--- src/design/fwsm_pkg.sv ---
`default_nettype none
package fwsm_pkg;

  localparam int METRIC_COUNT = 5;
  localparam int DATA_W       = 32;
  localparam int MIDX_W       = 3;
  localparam int TIME_W       = 24;
  localparam int PCT_W        = 16;
  localparam int CLS_W        = 2;
  localparam int PCT_NUM_W    = 31;  // 24-bit time times 100

  localparam logic [TIME_W-1:0] BUDGET_RESET = 24'd16667;
  localparam logic [PCT_W-1:0]  PCT_MAX      = 16'hFFFF;
  localparam logic [MIDX_W-1:0] LAST_METRIC  = 3'd4;

  localparam logic [CLS_W-1:0] CLS_CPU   = 2'd0;
  localparam logic [CLS_W-1:0] CLS_GPU   = 2'd1;
  localparam logic [CLS_W-1:0] CLS_VSYNC = 2'd2;

  typedef struct packed {
    logic wr_en;
    logic rd_en;
    logic acc_clr;
    logic acc_en;
    logic acc_live;
    logic div_start;
  } lane_ctl_t;

  typedef struct packed {
    logic [DATA_W-1:0] wmin;
    logic [DATA_W-1:0] wmax;
    logic [DATA_W-1:0] wmean;
  } lane_res_t;

endpackage
`default_nettype wire

--- src/design/fwsm_merge.sv ---
`default_nettype none
// Holds one frame's lane results and hands them out in metric order.
module fwsm_merge (
  input  wire logic                                                clk,
  input  wire logic                                                rst_n,
  input  wire logic                                                load,
  input  wire fwsm_pkg::lane_res_t [fwsm_pkg::METRIC_COUNT-1:0]    lane_res,
  input  wire logic [fwsm_pkg::PCT_W-1:0]                          pct,
  input  wire logic [fwsm_pkg::CLS_W-1:0]                          cls,
  output logic                                                     empty,
  output logic                                                     out_valid,
  input  wire logic                                                out_ready,
  output logic [fwsm_pkg::MIDX_W-1:0]                              out_metric_index,
  output logic [fwsm_pkg::DATA_W-1:0]                              out_window_min,
  output logic [fwsm_pkg::DATA_W-1:0]                              out_window_max,
  output logic [fwsm_pkg::DATA_W-1:0]                              out_window_mean,
  output logic [fwsm_pkg::PCT_W-1:0]                               out_budget_percent,
  output logic [fwsm_pkg::CLS_W-1:0]                               out_bottleneck_class,
  output logic                                                     out_last_of_frame
);

  fwsm_pkg::lane_res_t [fwsm_pkg::METRIC_COUNT-1:0] res_r, res_nxt;
  logic [fwsm_pkg::PCT_W-1:0]  pct_r, pct_nxt;
  logic [fwsm_pkg::CLS_W-1:0]  cls_r, cls_nxt;
  logic [fwsm_pkg::MIDX_W-1:0] idx_r, idx_nxt;
  logic                        full_r, full_nxt;
  logic                        last;

  assign last = (idx_r == fwsm_pkg::LAST_METRIC);

  always_comb begin
    res_nxt  = res_r;
    pct_nxt  = pct_r;
    cls_nxt  = cls_r;
    idx_nxt  = idx_r;
    full_nxt = full_r;
    if (load && !full_r) begin
      res_nxt  = lane_res;
      pct_nxt  = pct;
      cls_nxt  = cls;
      idx_nxt  = '0;
      full_nxt = 1'b1;
    end else if (full_r && out_ready) begin
      idx_nxt  = idx_r + 1'b1;
      full_nxt = !last;
    end
  end

  always_ff @(posedge clk) begin
    if (!rst_n) begin
      full_r <= 1'b0;
      idx_r  <= '0;
    end else begin
      full_r <= full_nxt;
      idx_r  <= idx_nxt;
    end
    res_r <= res_nxt;
    pct_r <= pct_nxt;
    cls_r <= cls_nxt;
  end

  assign empty                = !full_r;
  assign out_valid            = full_r;
  assign out_metric_index     = idx_r;
  assign out_window_min       = res_r[idx_r].wmin;
  assign out_window_max       = res_r[idx_r].wmax;
  assign out_window_mean      = res_r[idx_r].wmean;
  assign out_budget_percent   = pct_r;
  assign out_bottleneck_class = cls_r;
  assign out_last_of_frame    = last;

endmodule
`default_nettype wire

--- config.mk ---
export PLATFORM = sky130hd
export DESIGN_NAME = fwsm_merge
export DESIGN_NICKNAME = d
export VERILOG_FILES = /design/src/design/fwsm_pkg.sv /design/src/design/fwsm_merge.sv
export SDC_FILE = /design/constraint.sdc
export NUM_CORES = 1
export LEC_CHECK = 0
export BUFFER_PORTS_ARGS = -buffer_cell sky130_fd_sc_hd__buf_4
export CAP_MARGIN = 10
export CORE_AREA = 4 4 237 239
export CTS_CLUSTER_DIAMETER = 60
export DETAILED_ROUTE_END_ITERATION = 8
export DIE_AREA = 0 0 241 243
export GPL_TIMING_DRIVEN = 0
export PLACE_DENSITY = 0.56
export REMOVE_ABC_BUFFERS = 1
export SLEW_MARGIN = 5
export SYNTH_ARGS = -nofsm -noshare
export SYNTH_HDL_FRONTEND = slang
export SYNTH_SLANG_ARGS = --single-unit
--- constraint.sdc ---
create_clock -name clk -period 31.7 [get_ports clk]
set_input_delay 4.755 -clock clk [delete_from_list [all_inputs] [get_ports clk]]
set_output_delay 4.755 -clock clk [all_outputs]
set_load 0.01 [all_outputs]
==> out/qor.csv <==
metric,value,unit
P&R area growth vs syn,40.9,%
final weighted congestion in routability-driven placement,0.781,
Final Util,0.501,
gr ovfl total,0,
switching power as a share of total power,0.206,
Total Routed Length,54400,microns
multi-input combinational cell area,0.00378,sq mm
capturing element type of the critical path,primary output,
final net count,2127,
CTS H-Tree Depth,2,
number of setup violations in the final report,0,
number of antenna violations at the first check in global routing,16,
clk slew on worst S/H paths,60,ps
"commonest non-fill, non-tap cells in the layout","sky130_fd_sc_hd__buf_4 (621), sky130_fd_sc_hd__edfxtp_1 (498), sky130_fd_sc_hd__mux2i_1 (96), sky130_fd_sc_hd__nor2_1 (96), sky130_fd_sc_hd__a221o_1 (95)",
internal power,1.25,mW
wire length per cell after detailed routing,23.0,microns
R2R cell count,7,
number of gates resized after CTS,0,
worst clock skew,20.7,ps
final critical-path required period,7870,ps
start of the worst register-to-register path,out_valid$_SDFFE_PN0P_,
standard cell with the maximum stage delay on the critical path,sky130_fd_sc_hd__dfxtp_4,
Netlist Area Pre-Place,0.0191,sq mm
drt via density,4.79,
Post-CTS Repair Setup Buffers,0,
max frequency,0.127,GHz
Via Count,11300,
Chip Height,243,microns
max-slew violation count,0,
count of buffers from port buffering,621,
count of maximum capacitance violations,0,
most common library cell in the layout ignoring fill and taps,sky130_fd_sc_hd__buf_4,
number of instances in the synthesized netlist,965,
global router's overall resource usage,0.178,
TritonCTS clock tree,built,
end of the worst hold path,out_valid$_SDFFE_PN0P_,
CTS Hold Buffers Added,0,
type of element launching the critical path,flip-flop,
hold slack,624,ps
switching power summed over all nets,0.325,mW
startpoint-to-endpoint class of the critical path,flip-flop to primary output,
biggest fanout along the worst timing path,42,
RSZ-0062 raised after global routing,false,
Unique masters post-synth,29,
"Hold Violations, Final",0,
library cell appearing most often on the critical path,sky130_fd_sc_hd__buf_16,
maximum number of pins on one net before global-route repair,49,
vias in the first global route,12200,
sequential area share after synthesis,0.786,
data required time at the worst endpoint,26950,ps
slew at the pin with the worst max-slew slack,940,ps
global-route wire length before repair,77800,microns
worst supply voltage drop on vdd,0.0522,mV
share of total power in combinational logic,0.094,
count of unresolved DRC violations after routing,0,
HPWL Detailed,39900,microns
"reg-to-reg slack, setup",28660,ps
Clock Latency Late Sink,590,ps
overall die width,241,microns
run status,"finished, final reports clean",
PwrDens,58.5,mW/mm^2
hold-critical path depth,1,
clock root buffer,sky130_fd_sc_hd__clkbuf_16,
Clock Path Buffers,3,
Boundary Pins,622,
critical-path cell list,buf_12 -> buf_16 -> buf_16 -> mux2_2 -> a221o_1 -> buf_4,
Seq cells post-synth,502,
violation count after the first detailed-route iteration,555,
effective utilization at floorplan,0.355,
static leakage power,10.3,nW
part of the total power dissipated in sequential elements,0.498,
destination of the worst register-to-register timing path,out_bottleneck_class[0]$_DFFE_PP_,
sinks on the clock net,502,
Antenna Nets Post-Route,0,
worst hold path startpoint,out_valid$_SDFFE_PN0P_,
synth warn,0,
Rows,85,
number of filler instances in the final layout,4511,
die outline area,0.0586,sq mm
class of the most critical hold timing path,flip-flop to flip-flop,
largest incremental delay on the critical path,670,ps
detailed-router iteration count before antenna repair,5,
data arrival time at the worst-slack endpoint,3110,ps
period utilization,0.248,
floorplan core area,0.0538,sq mm
Clock power frac,0.409,
Max-slew headroom,0.372,
cts bufs inserted,55,
share of layout cells above drive strength 1,0.503,
area taken by flip-flops and latches,0.0150,sq mm
Avg Synthesized Cell Area,19.8,sq um
## worst max-delay path, delay by kind of cell, from the launching register on
kind                   cells  cell delay [ps]
buffers and inverters      4             1050
multiplexers               1              430
AO/OA/AOI/OAI              1              330
flip-flops                 1              670
## routing by layer
layer  GRT usage  part of all wire  wire (microns)
met3      0.0773              0.10            5600
met1       0.195              0.36           19500
met5           0            0.0018              99
met2       0.309              0.51           27800
met4      0.0584             0.026            1430
## kinds of logic after synthesis
family	synth area share
adders and majority gates	0.00131
DFF	0.786
buffers and inverters	0.0176
muxes	0.120
and+or+nand+nor	0.0230
AOI/OAI and AO/OA	0.0517
xor gates and xnor gates	0.000458
## cell usage after synthesis
cell type / count / area (sq um)
sky130_fd_sc_hd__inv_1: 4 / 15.0
sky130_fd_sc_hd__dfxtp_1: 4 / 80.1
sky130_fd_sc_hd__mux4_2: 1 / 22.5
sky130_fd_sc_hd__nor3b_2: 1 / 12.5
sky130_fd_sc_hd__a31oi_1: 1 / 6.26
sky130_fd_sc_hd__mux2_4: 62 / 931
sky130_fd_sc_hd__nor2b_1: 2 / 12.5
sky130_fd_sc_hd__clkbuf_1: 16 / 60.1
sky130_fd_sc_hd__a21oi_1: 1 / 5.00
sky130_fd_sc_hd__o21ai_0: 2 / 10.0
sky130_fd_sc_hd__mux2_2: 33 / 372
sky130_fd_sc_hd__buf_2: 17 / 85.1
sky130_fd_sc_hd__and3_1: 1 / 6.26
sky130_fd_sc_hd__o21a_1: 1 / 7.51
sky130_fd_sc_hd__xor2_1: 1 / 8.76
sky130_fd_sc_hd__a221o_1: 95 / 951
sky130_fd_sc_hd__o31a_1: 1 / 8.76
sky130_fd_sc_hd__mux2i_1: 96 / 961
sky130_fd_sc_hd__ha_1: 2 / 25.0
sky130_fd_sc_hd__nor3_1: 2 / 10.0
sky130_fd_sc_hd__and2_1: 1 / 6.26
sky130_fd_sc_hd__buf_1: 4 / 15.0
sky130_fd_sc_hd__edfxtp_1: 498 / 15000
sky130_fd_sc_hd__nor2_1: 97 / 364
sky130_fd_sc_hd__nor3b_1: 2 / 15.0
sky130_fd_sc_hd__nand2_1: 2 / 7.51
sky130_fd_sc_hd__buf_6: 9 / 101
sky130_fd_sc_hd__nand2b_1: 1 / 6.26
sky130_fd_sc_hd__buf_4: 8 / 60.1
## power by group through the flow
stage               Combinational [mW]  Sequential [mW]  Clock [mW]
floorplan                       0.0620            0.831           0
global placement                 0.146            0.848           0
detailed placement               0.149            0.799           0
CTS                              0.150            0.785       0.664
global route                     0.158            0.788       0.690
finish                           0.148            0.785       0.644
## metrics by stage
step                      setup TNS, ps  setup WS (ps)  cell area [sq um]  total power, mW  std cells
final                                 0          23830              26900             1.58       2370
after global routing                  0          23620              26900             1.64       2369
after CTS                             0          23710              26900             1.60       2361
after detailed placement              0          24180              25100            0.948       2262
after global placement         -2605690          -5300              24300            0.993       2228
after floorplan                       0           4170              18800            0.893        911
## state kept, by name, summed over array words and instances (netlist names)
register,flops
out_valid,1
out_budget_percent,16
out_metric_index,3
out_bottleneck_class,2
res_r,480
## how the worst max path moves through the flow
stage | startpoint | to | slack (ps) | cells after the start
after global routing | out_metric_index[0]$_SDFFE_PP0P_ | out_window_min[15] | 23620 | 7
final | out_metric_index[0]$_SDFFE_PP0P_ | out_window_mean[0] | 23830 | 6
after CTS | out_metric_index[0]$_SDFFE_PP0P_ | out_window_mean[0] | 23710 | 6
after global placement | load | out_budget_percent[0]$_DFFE_PP_ | -5300 | 2
after detailed placement | load | res_r[133]$_DFFE_PP_ | 24180 | 8
after floorplan | load | out_bottleneck_class[0]$_DFFE_PP_ | 4170 | 1
## area by class of cell
type,count,share of cell area
sequential,502,0.558
timing repair buffer,655,0.200
multi-input combinational,405,0.140
clock buffer,69,0.0538
tap,696,0.0323
clock inverter,30,0.0138
antenna,9,0.000836
inverter,4,0.000557
Power figures use the tool's default switching activity.
