**src/design/fwsm_pkg.sv**
```systemverilog
`default_nettype none
package fwsm_pkg;

  localparam int METRIC_COUNT = 5;
  localparam int DATA_W       = 32;
  localparam int MIDX_W       = 3;
  localparam int TIME_W       = 24;
  localparam int PCT_W        = 16;
  localparam int CLS_W        = 2;
  localparam int PCT_NUM_W    = 31;  // 24-bit time times 100

  localparam logic [TIME_W-1:0] BUDGET_RESET = 24'd16667;
  localparam logic [PCT_W-1:0]  PCT_MAX      = 16'hFFFF;
  localparam logic [MIDX_W-1:0] LAST_METRIC  = 3'd4;

  localparam logic [CLS_W-1:0] CLS_CPU   = 2'd0;
  localparam logic [CLS_W-1:0] CLS_GPU   = 2'd1;
  localparam logic [CLS_W-1:0] CLS_VSYNC = 2'd2;

  typedef struct packed {
    logic wr_en;
    logic rd_en;
    logic acc_clr;
    logic acc_en;
    logic acc_live;
    logic div_start;
  } lane_ctl_t;

  typedef struct packed {
    logic [DATA_W-1:0] wmin;
    logic [DATA_W-1:0] wmax;
    logic [DATA_W-1:0] wmean;
  } lane_res_t;

endpackage
`default_nettype wire

```
**src/design/fwsm_ram.sv**
```systemverilog
`default_nettype none
module fwsm_ram #(
  parameter int WIDTH = 32,
  parameter int DEPTH = 60
) (
  input  wire logic                     clk,
  input  wire logic                     we,
  input  wire logic [$clog2(DEPTH)-1:0] waddr,
  input  wire logic [WIDTH-1:0]         wdata,
  input  wire logic                     re,
  input  wire logic [$clog2(DEPTH)-1:0] raddr,
  output logic      [WIDTH-1:0]         rdata
);

  logic [WIDTH-1:0] mem [DEPTH];

  always_ff @(posedge clk) begin
    if (we) begin
      mem[waddr] <= wdata;
    end
    if (re) begin
      rdata <= mem[raddr];
    end
  end

endmodule
`default_nettype wire

```
**src/design/fwsm_lane.sv**
```systemverilog
`default_nettype none
// One metric: its ring, a min/max/sum scan and a reciprocal multiply for the mean.
module fwsm_lane #(
  parameter int DEPTH = 60
) (
  input  wire logic                                  clk,
  input  wire logic                                  rst_n,
  input  wire fwsm_pkg::lane_ctl_t                   ctl,
  input  wire logic [$clog2(DEPTH)-1:0]              wr_addr,
  input  wire logic [$clog2(DEPTH)-1:0]              rd_addr,
  input  wire logic [fwsm_pkg::DATA_W-1:0]           wr_data,
  output fwsm_pkg::lane_res_t                        res,
  output logic                                       busy
);

  localparam int SUM_W  = fwsm_pkg::DATA_W + $clog2(DEPTH);
  localparam int SHIFT  = SUM_W + $clog2(DEPTH);
  localparam int DIG_W  = 16;
  localparam int NDIG   = (SUM_W + 1 + DIG_W - 1) / DIG_W;
  localparam int RCP_W  = NDIG * DIG_W;
  localparam int PROD_W = SUM_W + RCP_W;
  localparam int DCW    = $clog2(NDIG + 1);
  localparam logic [63:0]      RCP_FULL = ((64'd1 << SHIFT) + 64'(DEPTH - 1)) / 64'(DEPTH);
  localparam logic [RCP_W-1:0] RCP      = RCP_FULL[RCP_W-1:0];

  logic [fwsm_pkg::DATA_W-1:0] rd_data;
  logic [fwsm_pkg::DATA_W-1:0] v;
  logic [fwsm_pkg::DATA_W-1:0] min_r, min_nxt;
  logic [fwsm_pkg::DATA_W-1:0] max_r, max_nxt;
  logic [SUM_W-1:0]            sum_r, sum_nxt;
  logic                        mbusy_r, mbusy_nxt;
  logic [DCW-1:0]              dig_r, dig_nxt;
  logic [SUM_W-1:0]            mx_r, mx_nxt;
  logic [PROD_W-1:0]           macc_r, macc_nxt;
  logic [DIG_W-1:0]            rcp_dig;
  logic [SUM_W+DIG_W-1:0]      pprod;

  fwsm_ram #(
    .WIDTH (fwsm_pkg::DATA_W),
    .DEPTH (DEPTH)
  ) u_ram (
    .clk   (clk),
    .we    (ctl.wr_en),
    .waddr (wr_addr),
    .wdata (wr_data),
    .re    (ctl.rd_en),
    .raddr (rd_addr),
    .rdata (rd_data)
  );

  // entries never written since reset read as zero
  assign v = ctl.acc_live ? rd_data : '0;

  always_comb begin
    min_nxt = min_r;
    max_nxt = max_r;
    sum_nxt = sum_r;
    if (ctl.acc_clr) begin
      min_nxt = '1;
      max_nxt = '0;
      sum_nxt = '0;
    end else if (ctl.acc_en) begin
      min_nxt = (v < min_r) ? v : min_r;
      max_nxt = (v > max_r) ? v : max_r;
      sum_nxt = sum_r + SUM_W'(v);
    end
  end

  always_ff @(posedge clk) begin
    min_r <= min_nxt;
    max_r <= max_nxt;
    sum_r <= sum_nxt;
  end

  // mean = (sum * ceil(2^SHIFT / DEPTH)) >> SHIFT, exact for any sum below 2^SUM_W;
  // one 16-bit digit of the reciprocal per cycle, top digit first
  always_comb begin
    rcp_dig = '0;
    for (int k = 0; k < NDIG; k++) begin
      if (dig_r == DCW'(k)) begin
        rcp_dig = RCP[k*DIG_W +: DIG_W];
      end
    end
  end

  assign pprod = (SUM_W+DIG_W)'(mx_r) * (SUM_W+DIG_W)'(rcp_dig);

  always_comb begin
    mbusy_nxt = mbusy_r;
    dig_nxt   = dig_r;
    mx_nxt    = mx_r;
    macc_nxt  = macc_r;
    if (ctl.div_start) begin
      mbusy_nxt = 1'b1;
      dig_nxt   = DCW'(NDIG - 1);
      mx_nxt    = sum_r;
      macc_nxt  = '0;
    end else if (mbusy_r) begin
      macc_nxt  = (macc_r << DIG_W) + PROD_W'(pprod);
      dig_nxt   = dig_r - 1'b1;
      mbusy_nxt = (dig_r != '0);
    end
  end

  always_ff @(posedge clk) begin
    if (!rst_n) begin
      mbusy_r <= 1'b0;
      dig_r   <= '0;
    end else begin
      mbusy_r <= mbusy_nxt;
      dig_r   <= dig_nxt;
    end
    mx_r   <= mx_nxt;
    macc_r <= macc_nxt;
  end

  assign busy = mbusy_r;

  assign res.wmin  = min_r;
  assign res.wmax  = max_r;
  assign res.wmean = macc_r[SHIFT +: fwsm_pkg::DATA_W];

endmodule
`default_nettype wire

```
**config.mk**
```make
export PLATFORM = sky130hd
export DESIGN_NAME = fwsm_lane
export DESIGN_NICKNAME = d
export VERILOG_FILES = /design/src/design/fwsm_pkg.sv /design/src/design/fwsm_ram.sv /design/src/design/fwsm_lane.sv
export SDC_FILE = /design/constraint.sdc
export NUM_CORES = 2
export LEC_CHECK = 0
export BUFFER_PORTS_ARGS = -buffer_cell sky130_fd_sc_hd__buf_2
export CAP_MARGIN = 20
export CORE_ASPECT_RATIO = 1.5
export CORE_MARGIN = 5
export CORE_UTILIZATION = 45
export DETAILED_ROUTE_END_ITERATION = 8
export MAX_ROUTING_LAYER = met4
export PLACE_DENSITY = 0.71
export SLEW_MARGIN = 0
export SYNTH_ARGS = -nofsm -noshare
export SYNTH_HDL_FRONTEND = slang
export SYNTH_SLANG_ARGS = --single-unit
export TNS_END_PERCENT = 20
```
**constraint.sdc**
```tcl
create_clock -name clk -period 9.95 [get_ports clk]
set_input_delay 0.995 -clock clk [delete_from_list [all_inputs] [get_ports clk]]
set_output_delay 0.995 -clock clk [all_outputs]
set_load 0.05 [all_outputs]
```
==> results.md <==
* Most frequent cells in the layout: 1,990 x edfxtp_1, 608 x mux4_2, 357 x ha_1
* Xor and xnor area share after synthesis at 0.00605
* Final cell count without fillers at 8,484
* Vias post-DR at 50.2k
* CP Capture Type: register
* Crit path kind: register to register
* Final min period at 6610 ps
* Worst hold path cell count at 2
* Syn avg cell area at 18.0 um2
* Synth unique cells at 97
* Ys flop type: edfxtp_1
* Hold worst-path end: busy
* Root buffer cell: clkbuf_16
* EDFF count, synth at 1,990
* Placed Cells at 8,097
* Die area at 0.222 mm2
* Worst R2R Start: dig_r[0]
* Remaining DRCs at 0
* #FFs+latches synth at 2,171
* Nets@finish at 6,022
* Setup Buffers After CTS at 0
* Finish-stage setup viols at 0
* Wire length per cell at 28.4 um
* Setup tns final at 0 ps
* Clock sink count at 2,171
* FF-to-FF End: macc_r[61]
* Post-synthesis sequential area ratio at 0.663
* Buf/Inv on CP at 4
* Final hold slack at 411 ps
* Core ar. at 0.212 mm2
* Status: complete, no violations
* Post-synthesis compound-gate area fraction at 0.0349
* Largest area contributor in the netlist: edfxtp_1
* Routability Congestion at 0.880
* Syn. warnings at 0
* Worst Path Max Fanout at 41
* CTS tree: done
* I/O Buffers at 148
* Via count of the first global-routing pass at 52.1k
* Syn Inst Count at 5,316
* Hold crit path type: input port to register
* Critical-path cell list: inv_1, ha_1, nor2_1, nor2_2, buf_4, and2_1, ha_1, ha_1, inv_1, fa_1, fa_1, fa_1, inv_1, ha_1, a21oi_1, nor3b_1, nor3_1, o211ai_2, a21oi_2, o21a_1, o21ai_0, a311oi_1
* Row cnt at 207
* Initial core utilization at 0.451
* First DRT Iteration DRCs at 4,742
* Post-Synth Adder-Cell Area at 0.0732
* Antenna-violating nets left at 0
* Pin count of the biggest net entering global routing at 136
* Synth Net Count at 5,851
* Crit path DAT at 7350 ps
* Initial antenna violation count at 29
* Startpoint Class: register
* Die width at 386 um
* Post-DP HPWL at 148,000 um
* Share of cells above drive strength 1 at 0.221
* Clk slew on worst S/H paths at 60 ps
* Pwr dens at 209 mW/mm2
* Post-route design area at 0.106 mm2
* Worst path slowest cell: o21a_1
* Maximum vdd drop at 181 uV
* Leak at 36.7 nW
* Total wire length at 241,000 um
* Cell family with most CP delay: adder cells
* First-pass GRT wire length at 351,000 um
* Height of the die at 574 um
* Gr usage total at 0.222
* Worst-Skew Late Latency at 860 ps
* # IOs at 149
* Vias per cell at 5.92
* Max-cap violations at 0
* CP max stage delay at 680 ps
* Synth top area share at 0.626
* Mux cell area share after synthesis at 0.155
* Setup repair after global routing missed its margin: no
* Hold_sp: rst_n
* Slew Limit Fails at 0
* Slew @ Worst Pin at 1120 ps
* CTS Buffer Depth at 4
* Fmax at 151 MHz
* Drt first pass iters at 5
* Worst Skew at 43.3 ps
* R2R cell count at 22
* Relative slew margins at 0.252
* H-tree levels at 4
* Synth top area cells: edfxtp_1 63%, mux4_2 14%, ha_1 4.7%
* Tcrit/Tclk final at 0.665
* Area after DPL at 0.0998 mm2
* Asr flop ratio synth at 0
* CTS resizes at 0
* Num CTS Buffers at 204
* Area added between synthesis and finish at 11.4%
* Hold buffer count at cts at 0
* Total grt overflow at 0
* R2r setup slk at 3340 ps
* Final hold violations at 0
* Most common cell after layout, fill and taps aside: edfxtp_1
* Largest family of logic cells by synthesized area: multiplexers
* Critical Path RT at 10,690 ps
* Mapped cell area at 0.0955 mm2
* Simple-gate share of the synthesized area at 0.0419
* CP dominant cell by count: ha_1
## state kept, by name, summed over array words and instances, names as in the netlist
| signal | count |
|---|---|
| sum_r | 38 |
| macc_r | 76 |
| busy | 1 |
| max_r | 32 |
| dig_r | 2 |
| u_ram.rdata | 32 |
| u_ram.mem | 1920 |
| mx_r | 38 |
| min_r | 32 |
## final cells by class
| cell class | count | area (um2) |
|---|---|---|
| multi-input cells | 2544 | 30200 |
| clock buffers | 260 | 5370 |
| repair buffers | 247 | 1620 |
| fillers | 16900 | 105000 |
| diodes | 14 | 35.0 |
| flip-flops and latches | 2171 | 63400 |
| well taps | 2821 | 3530 |
| clock inverters | 108 | 1090 |
| inverters | 319 | 1200 |
## per-layer routing
| metal | wire length (um) | GRT usage | up-vias |
|---|---|---|---|
| li1 | - | - | 21300 |
| met1 | 85400 | 0.261 | 26300 |
| met2 | 127000 | 0.386 | 2079 |
| met3 | 16600 | 0.0331 | 537 |
| met4 | 11300 | 0.0884 | 0 |
| met5 | 0 | - | - |
## through the flow
| stage | setup WS [ps] | total power [mW] | utilization |
|---|---|---|---|
| floorplan | 4360 | 13.3 | - |
| CTS | 3270 | 22.4 | 0.502 |
| finish | 3340 | 22.3 | 0.503 |
| detailed placement | 3270 | 14.8 | 0.472 |
| global route | 3020 | 23.2 | 0.503 |
| global placement | 3300 | 14.7 | 0.472 |
## power by group
part           leakage, nW  internal (mW)  switching (mW)
combinational         14.1           1.54            2.77
sequential            19.5           10.1           0.167
clock                 3.13           4.27            3.37
total                 36.7           16.0            6.30
## synthesized netlist by cell type, drive strengths merged, types with 27 or more instances
master,n
clkbuf,175
xnor2,48
o21ai,109
buf,107
a21o,53
mux2i,108
fa,126
inv,318
nand4,38
dfxtp,181
o211ai,46
edfxtp,1990
nor2,229
nand3,34
ha,357
mux4,608
and2,116
nand2b,27
a21oi,117
nand2,161
nor3,31
nor2b,56
## worst max path at each step
stage | from | end | slack (ps) | depth (start not counted)
2_1_floorplan | dig_r[0] | macc_r[51] | 4360 | 21
3_3_place_gp | dig_r[0] | macc_r[64] | 3300 | 23
3_5_place_dp | dig_r[0] | macc_r[56] | 3270 | 23
4_1_cts | dig_r[0] | macc_r[68] | 3270 | 23
5_1_grt | dig_r[0] | macc_r[71] | 3020 | 22
6_report | dig_r[0] | macc_r[61] | 3340 | 22
## cells by family (layout without fill, tap and decap cells)
logic type | Yosys count | count (layout)
xor gates and xnor gates | 66 | 66
other | 0 | 14
adders and majority gates | 483 | 483
DFF | 2171 | 2171
and+or+nand+nor | 784 | 784
AOI/OAI and AO/OA | 493 | 493
buffers and inverters | 601 | 934
muxes | 718 | 718
## worst register-to-register path: stages (launching register included)
cell and delay [ps]:
dfxtp_1 400, inv_1 110, ha_1 230, nor2_1 160, nor2_2 40, buf_4 230, and2_1 270, ha_1 300
ha_1 280, inv_1 50, fa_1 510, fa_1 430, fa_1 490, inv_1 40, ha_1 360, a21oi_1 330
nor3b_1 100, nor3_1 340, o211ai_2 310, a21oi_2 370, o21a_1 680, o21ai_0 200, a311oi_1 310
Power figures use the tool's default switching activity.
