## src/design/fwsm_div.sv

```systemverilog
`default_nettype none
// Restoring divider, one quotient bit per cycle. Quotient holds until next start.
module fwsm_div #(
  parameter int NUM_W = 38,
  parameter int DEN_W = 6
) (
  input  wire logic             clk,
  input  wire logic             rst_n,
  input  wire logic             start,
  input  wire logic [NUM_W-1:0] num,
  input  wire logic [DEN_W-1:0] den,
  output logic                  busy,
  output logic      [NUM_W-1:0] quo
);

  localparam int CNT_W = $clog2(NUM_W + 1);

  logic             busy_r, busy_nxt;
  logic [CNT_W-1:0] cnt_r, cnt_nxt;
  logic [DEN_W-1:0] rem_r, rem_nxt;
  logic [DEN_W-1:0] den_r, den_nxt;
  logic [NUM_W-1:0] quo_r, quo_nxt;
  logic [DEN_W:0]   trial;
  logic             fits;

  assign trial = {rem_r, quo_r[NUM_W-1]};
  assign fits  = (trial >= {1'b0, den_r});

  always_comb begin
    busy_nxt = busy_r;
    cnt_nxt  = cnt_r;
    rem_nxt  = rem_r;
    den_nxt  = den_r;
    quo_nxt  = quo_r;
    if (start) begin
      busy_nxt = 1'b1;
      cnt_nxt  = CNT_W'(NUM_W);
      rem_nxt  = '0;
      den_nxt  = den;
      quo_nxt  = num;
    end else if (busy_r) begin
      rem_nxt  = fits ? DEN_W'(trial - {1'b0, den_r}) : trial[DEN_W-1:0];
      quo_nxt  = {quo_r[NUM_W-2:0], fits};
      cnt_nxt  = cnt_r - 1'b1;
      busy_nxt = (cnt_r != CNT_W'(1));
    end
  end

  always_ff @(posedge clk) begin
    if (!rst_n) begin
      busy_r <= 1'b0;
      cnt_r  <= '0;
    end else begin
      busy_r <= busy_nxt;
      cnt_r  <= cnt_nxt;
    end
    rem_r <= rem_nxt;
    den_r <= den_nxt;
    quo_r <= quo_nxt;
  end

  assign busy = busy_r;
  assign quo  = quo_r;

endmodule
`default_nettype wire

```

## config.mk

```make
export PLATFORM = sky130hd
export DESIGN_NAME = fwsm_div
export DESIGN_NICKNAME = d
export VERILOG_FILES = /design/src/design/fwsm_div.sv
export SDC_FILE = /design/constraint.sdc
export NUM_CORES = 1
export LEC_CHECK = 0
export BUFFER_PORTS_ARGS = -buffer_cell sky130_fd_sc_hd__buf_2
export CAP_MARGIN = 25
export CORE_UTILIZATION = 50
export DETAILED_ROUTE_END_ITERATION = 10
export PLACE_DENSITY = 0.79
export SYNTH_ARGS = -nofsm -noshare
export SYNTH_HDL_FRONTEND = slang
export SYNTH_SLANG_ARGS = --single-unit
```

## constraint.sdc

```tcl
create_clock -name clk -period 6.25 [get_ports clk]
set_clock_uncertainty 0.2 [all_clocks]
set_input_delay 0 -clock clk [delete_from_list [all_inputs] [get_ports clk]]
set_output_delay 0 -clock clk [all_outputs]
set_load 0.01 [all_outputs]
```

==> results of run 1 <==
where the power goes:
| part | internal, µW | leakage, µW | switching, µW | total [µW] |
|---|---|---|---|---|
| combinational | 103 | 0.000959 | 91.1 | 194 |
| clock | 182 | 0.0000918 | 140 | 322 |
| sequential | 455 | 0.000548 | 24.1 | 479 |
| total | 740 | 0.00160 | 255 | 995 |
critical path, stage by stage (launching register included):
cell and delay, ns:
edfxtp_1 0.33, inv_1 0.04, ha_1 0.33, a21o_1 0.18
a211o_1 0.28, a41o_1 0.33, or4b_1 0.53, o311ai_1 0.09
layout make-up:
| type | instances | area [µm²] |
|---|---|---|
| inverter | 11 | 41.3 |
| sequential | 57 | 1580 |
| clock inverter | 4 | 43.8 |
| clock buffer | 12 | 135 |
| tap | 70 | 87.6 |
| timing repair buffer | 131 | 883 |
| multi-input combinational | 120 | 1020 |
| fill | 349 | 1350 |
worst paths after layout:
path / startpoint / endpoint / slack, ns
hold reg to reg: rem_r[5] / rem_r[5] / 0.30
setup reg to reg: den_r[4] / rem_r[0] / 3.83
hold / removal: start / den_r[4] / 0.15
setup / recovery: den_r[4] / rem_r[0] / 3.83
metrics by stage:
| step | instance area [µm²] | cells | util |
|---|---|---|---|
| floorplan | 2680 | 197 | - |
| global route | 3790 | 405 | 0.737 |
| detailed placement | 3160 | 344 | 0.615 |
| finish | 3790 | 405 | 0.737 |
| CTS | 3790 | 405 | 0.737 |
| global placement | 3160 | 344 | 0.615 |
metal layers:
layer  share of wire  up-vias  routed length [µm]
met2            0.51       64                3150
met4           0.017        0                 106
met3           0.052       12                 326
li1                -      987                   -
met1            0.42      940                2630
met5               0        -                   0
flip-flops by register name (all words and copies together) (netlist names):
signal  cells
quo        38
cnt_r       6
den_r       6
rem_r       6
busy        1
what timing repair did:
item / 4_1_cts / 5_1_grt
endpoints found under the hold margin: 51 / 0
hold buffers: 45 / 0
setup endpoints to repair: 0 / 0
buffers inserted: 0 / 0
cell families after synthesis:
kind of cell             share of synthesized area
AND/OR/NAND/NOR                             0.0719
adder cells (fa/ha/maj)                     0.0495
XOR/XNOR                                    0.0261
buffers and inverters                       0.0308
flip-flops                                   0.590
AO/OA/AOI/OAI                               0.0569
multiplexers                                 0.175
cells in the mapped netlist:
cell type | count | area share
a211o_1 | 1 | 0.0033
a211oi_1 | 4 | 0.011
a21o_1 | 1 | 0.0028
a21oi_1 | 6 | 0.011
a22oi_1 | 1 | 0.0028
a41o_1 | 1 | 0.0037
buf_6 | 1 | 0.0042
clkbuf_1 | 8 | 0.011
dfxtp_1 | 13 | 0.097
edfxtp_1 | 44 | 0.49
fa_1 | 1 | 0.0075
ha_1 | 9 | 0.042
inv_1 | 11 | 0.015
mux2_2 | 39 | 0.16
mux2i_1 | 3 | 0.011
nand2_1 | 6 | 0.0084
nand2b_1 | 3 | 0.0070
nor2_1 | 14 | 0.020
nor2b_1 | 3 | 0.0070
nor3_1 | 2 | 0.0037
nor3b_1 | 3 | 0.0084
nor4_1 | 1 | 0.0023
nor4b_1 | 1 | 0.0033
nor4bb_1 | 1 | 0.0037
o21a_1 | 4 | 0.011
o21ai_0 | 4 | 0.0075
o311ai_1 | 1 | 0.0033
or2_2 | 1 | 0.0023
or3_1 | 1 | 0.0023
or4b_1 | 1 | 0.0037
xnor2_1 | 6 | 0.020
xor2_1 | 2 | 0.0065
==> reports/metrics.cfg, run 1 <==
[cts]
cts_tree=done
clk_pin_slew_worst_paths_ns=0.06
clockBufferDepth=2
htree_levels=3
cts_resized=0
worstSkewPairLatency_ns=0.33
root_buffer=clkbuf_8
clock_sinks=57
cts_buffers=9

[timing]
max_slew_margin=0.411
setup-tns-final_ns=0
worstMarginPinSlew_ns=0.884
period_share=0.387
fin_ws_ns=3.83
min_period_ns=2.42
hold_viol_final=0
finalSetupViolations=0
fmax_mhz=414
grt_setup_unrepaired=no
slew_viol_final=0
whs_ns=0.149

[placement]
dp_hpwl_um=3320
place_ws_ns=3.86
io_buffer_count=85
gp_congestion=0.732

[setup_path]
critPathKind=reg2reg
critPathCaptureType=register
reg2reg_depth=7
arrival_ns=2.45
worstSetupStartpointType=register
required_ns=6.28
cp_max_fo=10

[run]
drv_cap=0

[synth]
netlist_area_mm2=0.00268
postSynthCellCount=197
ys_seq_area_frac=0.590
synthesis.nets=254
avgSynthCellArea_um2=13.6
yosys_warnings=0
synth_seq_cells=57
synth_cell_type_count=32

[layout]
final_cell_mix=85 x buf_2, 45 x dlygate4sd3_1, 44 x edfxtp_1, 39 x mux2_2, 14 x nor2_1
finish.net_count=387
syn_to_final_growth_pct=41.3
drive_above_1_share=0.412
layout_commonest_cell=buf_2
n_antenna_cell=0

[detailed_routing]
first_pass_iters=4
wl_per_cell_um=15.3
ant_nets=0
route.detailed.drc=0
viasPerCell=4.95
num_vias=2003
routed_wl_um=6210
drt_iter0_markers=77

[floorplanning]
core_mm2=0.00514
initial_core_util=0.522
die_w_um=75.2
rows=26
dieArea_mm2=0.00566
num_io_pins=86
die_h_um=75.2

[min_path]
whs_path_depth=2
hp-class=in2reg

[global_route]
use_met2=0.397
top_usage_layer=met2
track_usage=0.241
grt_pass1_wl_um=9740
use_met3=0.0857
grt_remaining_overflow=0
grt_pass1_vias=2031
antenna_found_initial=0
grt_max_degree=61
met1_usage=0.289

[pwr]
powerDensity_mw_per_mm2=263
leakage_uw=0.00160
p_total_uw=995
ir_drop_mv=0.191

[outcome]
run_status=finished clean

No activity file was read; power rests on OpenSTA's default activity.
==> run 2, diff against run 1 <==
clock period = 2.3 ns   (was 6.25 ns; I/O delays follow)
==> run 2 against run 1 <==
Net effect: sequential share of layout area fell by 1.4 points; fmax rose by 8.4%; non-clock buffer count rose by 6; core utilization rose by 2.5 points; wire length rose by 5.8%; first-iteration DRC count rose by 40%; die area did not move; clock-buffer cell count fell by 3; cell area rose by 3.4%.
==> reports/metrics.cfg, run 2 (same netlist as run 1, synthesis figures left out) <==
[floorplanning]
initial_core_util=0.522  ; unchanged
core_mm2=0.00514  ; unchanged
num_io_pins=86  ; unchanged
rows=26  ; unchanged
die_h_um=75.2  ; unchanged
dieArea_mm2=0.00566  ; unchanged
die_w_um=75.2  ; unchanged

[layout]
largest_reg_flops=38  ; unchanged
layout_commonest_cell=buf_2  ; unchanged
drive_above_1_share=0.434  ; was 0.412
n_antenna_cell=0  ; unchanged
final_cell_mix=85 x buf_2, 46 x dlygate4sd3_1, 44 x edfxtp_1, 39 x mux2_2, 14 x nor2_1  ; was 85 x buf_2, 45 x dlygate4sd3_1, 44 x edfxtp_1, 39 x mux2_2, 14 x nor2_1
syn_to_final_growth_pct=46.2  ; was 41.3%
finish.net_count=393  ; was 387
nFillCells=328  ; was 349

[placement]
gp_congestion=0.768  ; was 0.732
dp_hpwl_um=3500  ; was 3320 µm
place_ws_ns=0.0793  ; was 3.86 ns
io_buffer_count=85  ; unchanged

[global_route]
grt_pass1_wl_um=10200  ; was 9740 µm
grt_pass1_vias=2115  ; was 2031
grt_max_degree=35  ; was 61
track_usage=0.261  ; was 0.241
grt_remaining_overflow=0  ; unchanged
antenna_found_initial=0  ; unchanged

[timing]
grt_setup_unrepaired=no  ; unchanged
period_share=0.969  ; was 0.387
finalSetupViolations=0  ; unchanged
hold_viol_final=0  ; unchanged
fin_ws_ns=0.0710  ; was 3.83 ns
fmax_mhz=449  ; was 414 MHz
max_slew_margin=0.680  ; was 0.411
slew_viol_final=0  ; unchanged
setup-tns-final_ns=0  ; unchanged
worstMarginPinSlew_ns=0.473  ; was 0.884 ns
min_period_ns=2.23  ; was 2.42 ns

[pwr]
internal-power_uw=2250  ; was 740 µW
ir_drop_mv=0.515  ; was 0.191 mV
power_frac_clock=0.383  ; was 0.324
switchingPower_uw=758  ; was 255 µW
p_seq_frac=0.431  ; was 0.481
leakage_uw=0.00166  ; was 0.00160 µW
p_total_uw=3010  ; was 995 µW
p_comb_frac=0.186  ; was 0.195
powerDensity_mw_per_mm2=768  ; was 263 mW/mm²
sw_frac_of_total=0.252  ; was 0.257

[cts]
htree_levels=3  ; unchanged
postCtsSetupRepairBufs=0  ; unchanged
clk_pin_slew_worst_paths_ns=0.08  ; was 0.06 ns
clockBufferDepth=2  ; unchanged
worstSkewPairLatency_ns=0.35  ; was 0.33 ns
clock_sinks=57  ; unchanged
cts_buffers=9  ; unchanged
root_buffer=clkbuf_8  ; unchanged
cts_tree=done  ; unchanged

[detailed_routing]
ant_nets=0  ; unchanged
first_pass_iters=4  ; unchanged
route.detailed.drc=0  ; unchanged
wl_per_cell_um=16.0  ; was 15.3 µm
drt_iter0_markers=108  ; was 77
routed_wl_um=6570  ; was 6210 µm
num_vias=2121  ; was 2003
viasPerCell=5.16  ; was 4.95

[min_path]
min_to=den_r[3]  ; was den_r[4]
hp-class=in2reg  ; unchanged
hp-start=den[3]  ; was start
whs_path_depth=2  ; unchanged

[setup_path]
critPathCaptureType=register  ; unchanged
reg2reg_depth=7  ; unchanged
cp_max_fo=5  ; was 10
r2r_start=den_r[4]  ; unchanged
worstSetupStartpointType=register  ; unchanged
r2r-end=rem_r[0]  ; unchanged
arrival_ns=2.29  ; was 2.45 ns
regToRegSetupSlack_ns=0.07  ; was 3.83 ns
critPathKind=reg2reg  ; unchanged
required_ns=2.36  ; was 6.28 ns

[outcome]
run_status=finished clean  ; unchanged

[run]
drv_cap=0  ; unchanged

## run 2: cell types whose count changed in the layout (fill, tap and decap cells not counted), moves of 2 or more
cell / before / now
buf_4: 1 / 5
clkbuf_1: 3 / 0
bufinv_16: 1 / 3
clkinvlp_4: 0 / 2
## run 2: cell type report
type | count | area [µm²] | area share
multi-input cells | 120 | 1020 | 0.261
inverters | 11 | 41.3 | 0.0105
flip-flops and latches | 57 | 1580 | 0.404
clock buffers | 9 | 124 | 0.0316
well taps | 70 | 87.6 | 0.0223
clock inverters | 7 | 119 | 0.0303
repair buffers | 137 | 943 | 0.241
## run 2: repair_timing
item                                   4_1_cts  5_1_grt
setup endpoints to repair                    0        2
resized for setup                            0        1
endpoints found under the hold margin       58        0
hold buffers                                46        0
## run 2: power by group through the flow
stage	sequential (µW)	clock [µW]	combinational [µW]
final	1300	1150	560
after CTS	1290	1170	542
after global placement	1310	0	469
after detailed placement	1310	0	479
after global routing	1310	1210	612
after floorplan	1340	0	275
## run 2: worst max-delay path by stage
stage	from	to	slack (ns)	cells after the start
after floorplan	den_r[4]	rem_r[0]	0.06	8
after CTS	den_r[4]	rem_r[0]	0.06	7
after global placement	den_r[4]	rem_r[0]	0.16	7
after detailed placement	den_r[4]	rem_r[0]	0.08	7
after global routing	den_r[4]	rem_r[0]	0.003	7
final	den_r[4]	rem_r[0]	0.07	7
## run 2: per-layer routing
| metal | GRT usage | share of wire | up-vias | routed length, µm |
|---|---|---|---|---|
| li1 | - | - | 1002 | - |
| met1 | 0.306 | 0.39 | 1030 | 2590 |
| met2 | 0.429 | 0.52 | 79 | 3420 |
| met3 | 0.114 | 0.072 | 10 | 472 |
| met4 | 0.0967 | 0.013 | 0 | 88 |
| met5 | 0 | 0 | - | 0 |
## run 2: metrics by stage
step	area, µm²	std cells	utilization	hold slack, ns
6_report	3920	411	0.762	0.162
5_1_grt	3920	411	0.762	0.165
4_1_cts	3910	411	0.761	0.152
3_5_place_dp	3210	349	0.625	-0.0196
3_3_place_gp	3210	349	0.625	-0.0217
2_1_floorplan	2680	197	-	-0.101
## run 2: critical path: stages (launching register included)
cell,delay [ns]
edfxtp_1,0.36
inv_1,0.06
ha_1,0.23
a21o_1,0.16
a211o_1,0.30
a41o_1,0.25
or4b_1,0.48
o311ai_1,0.09
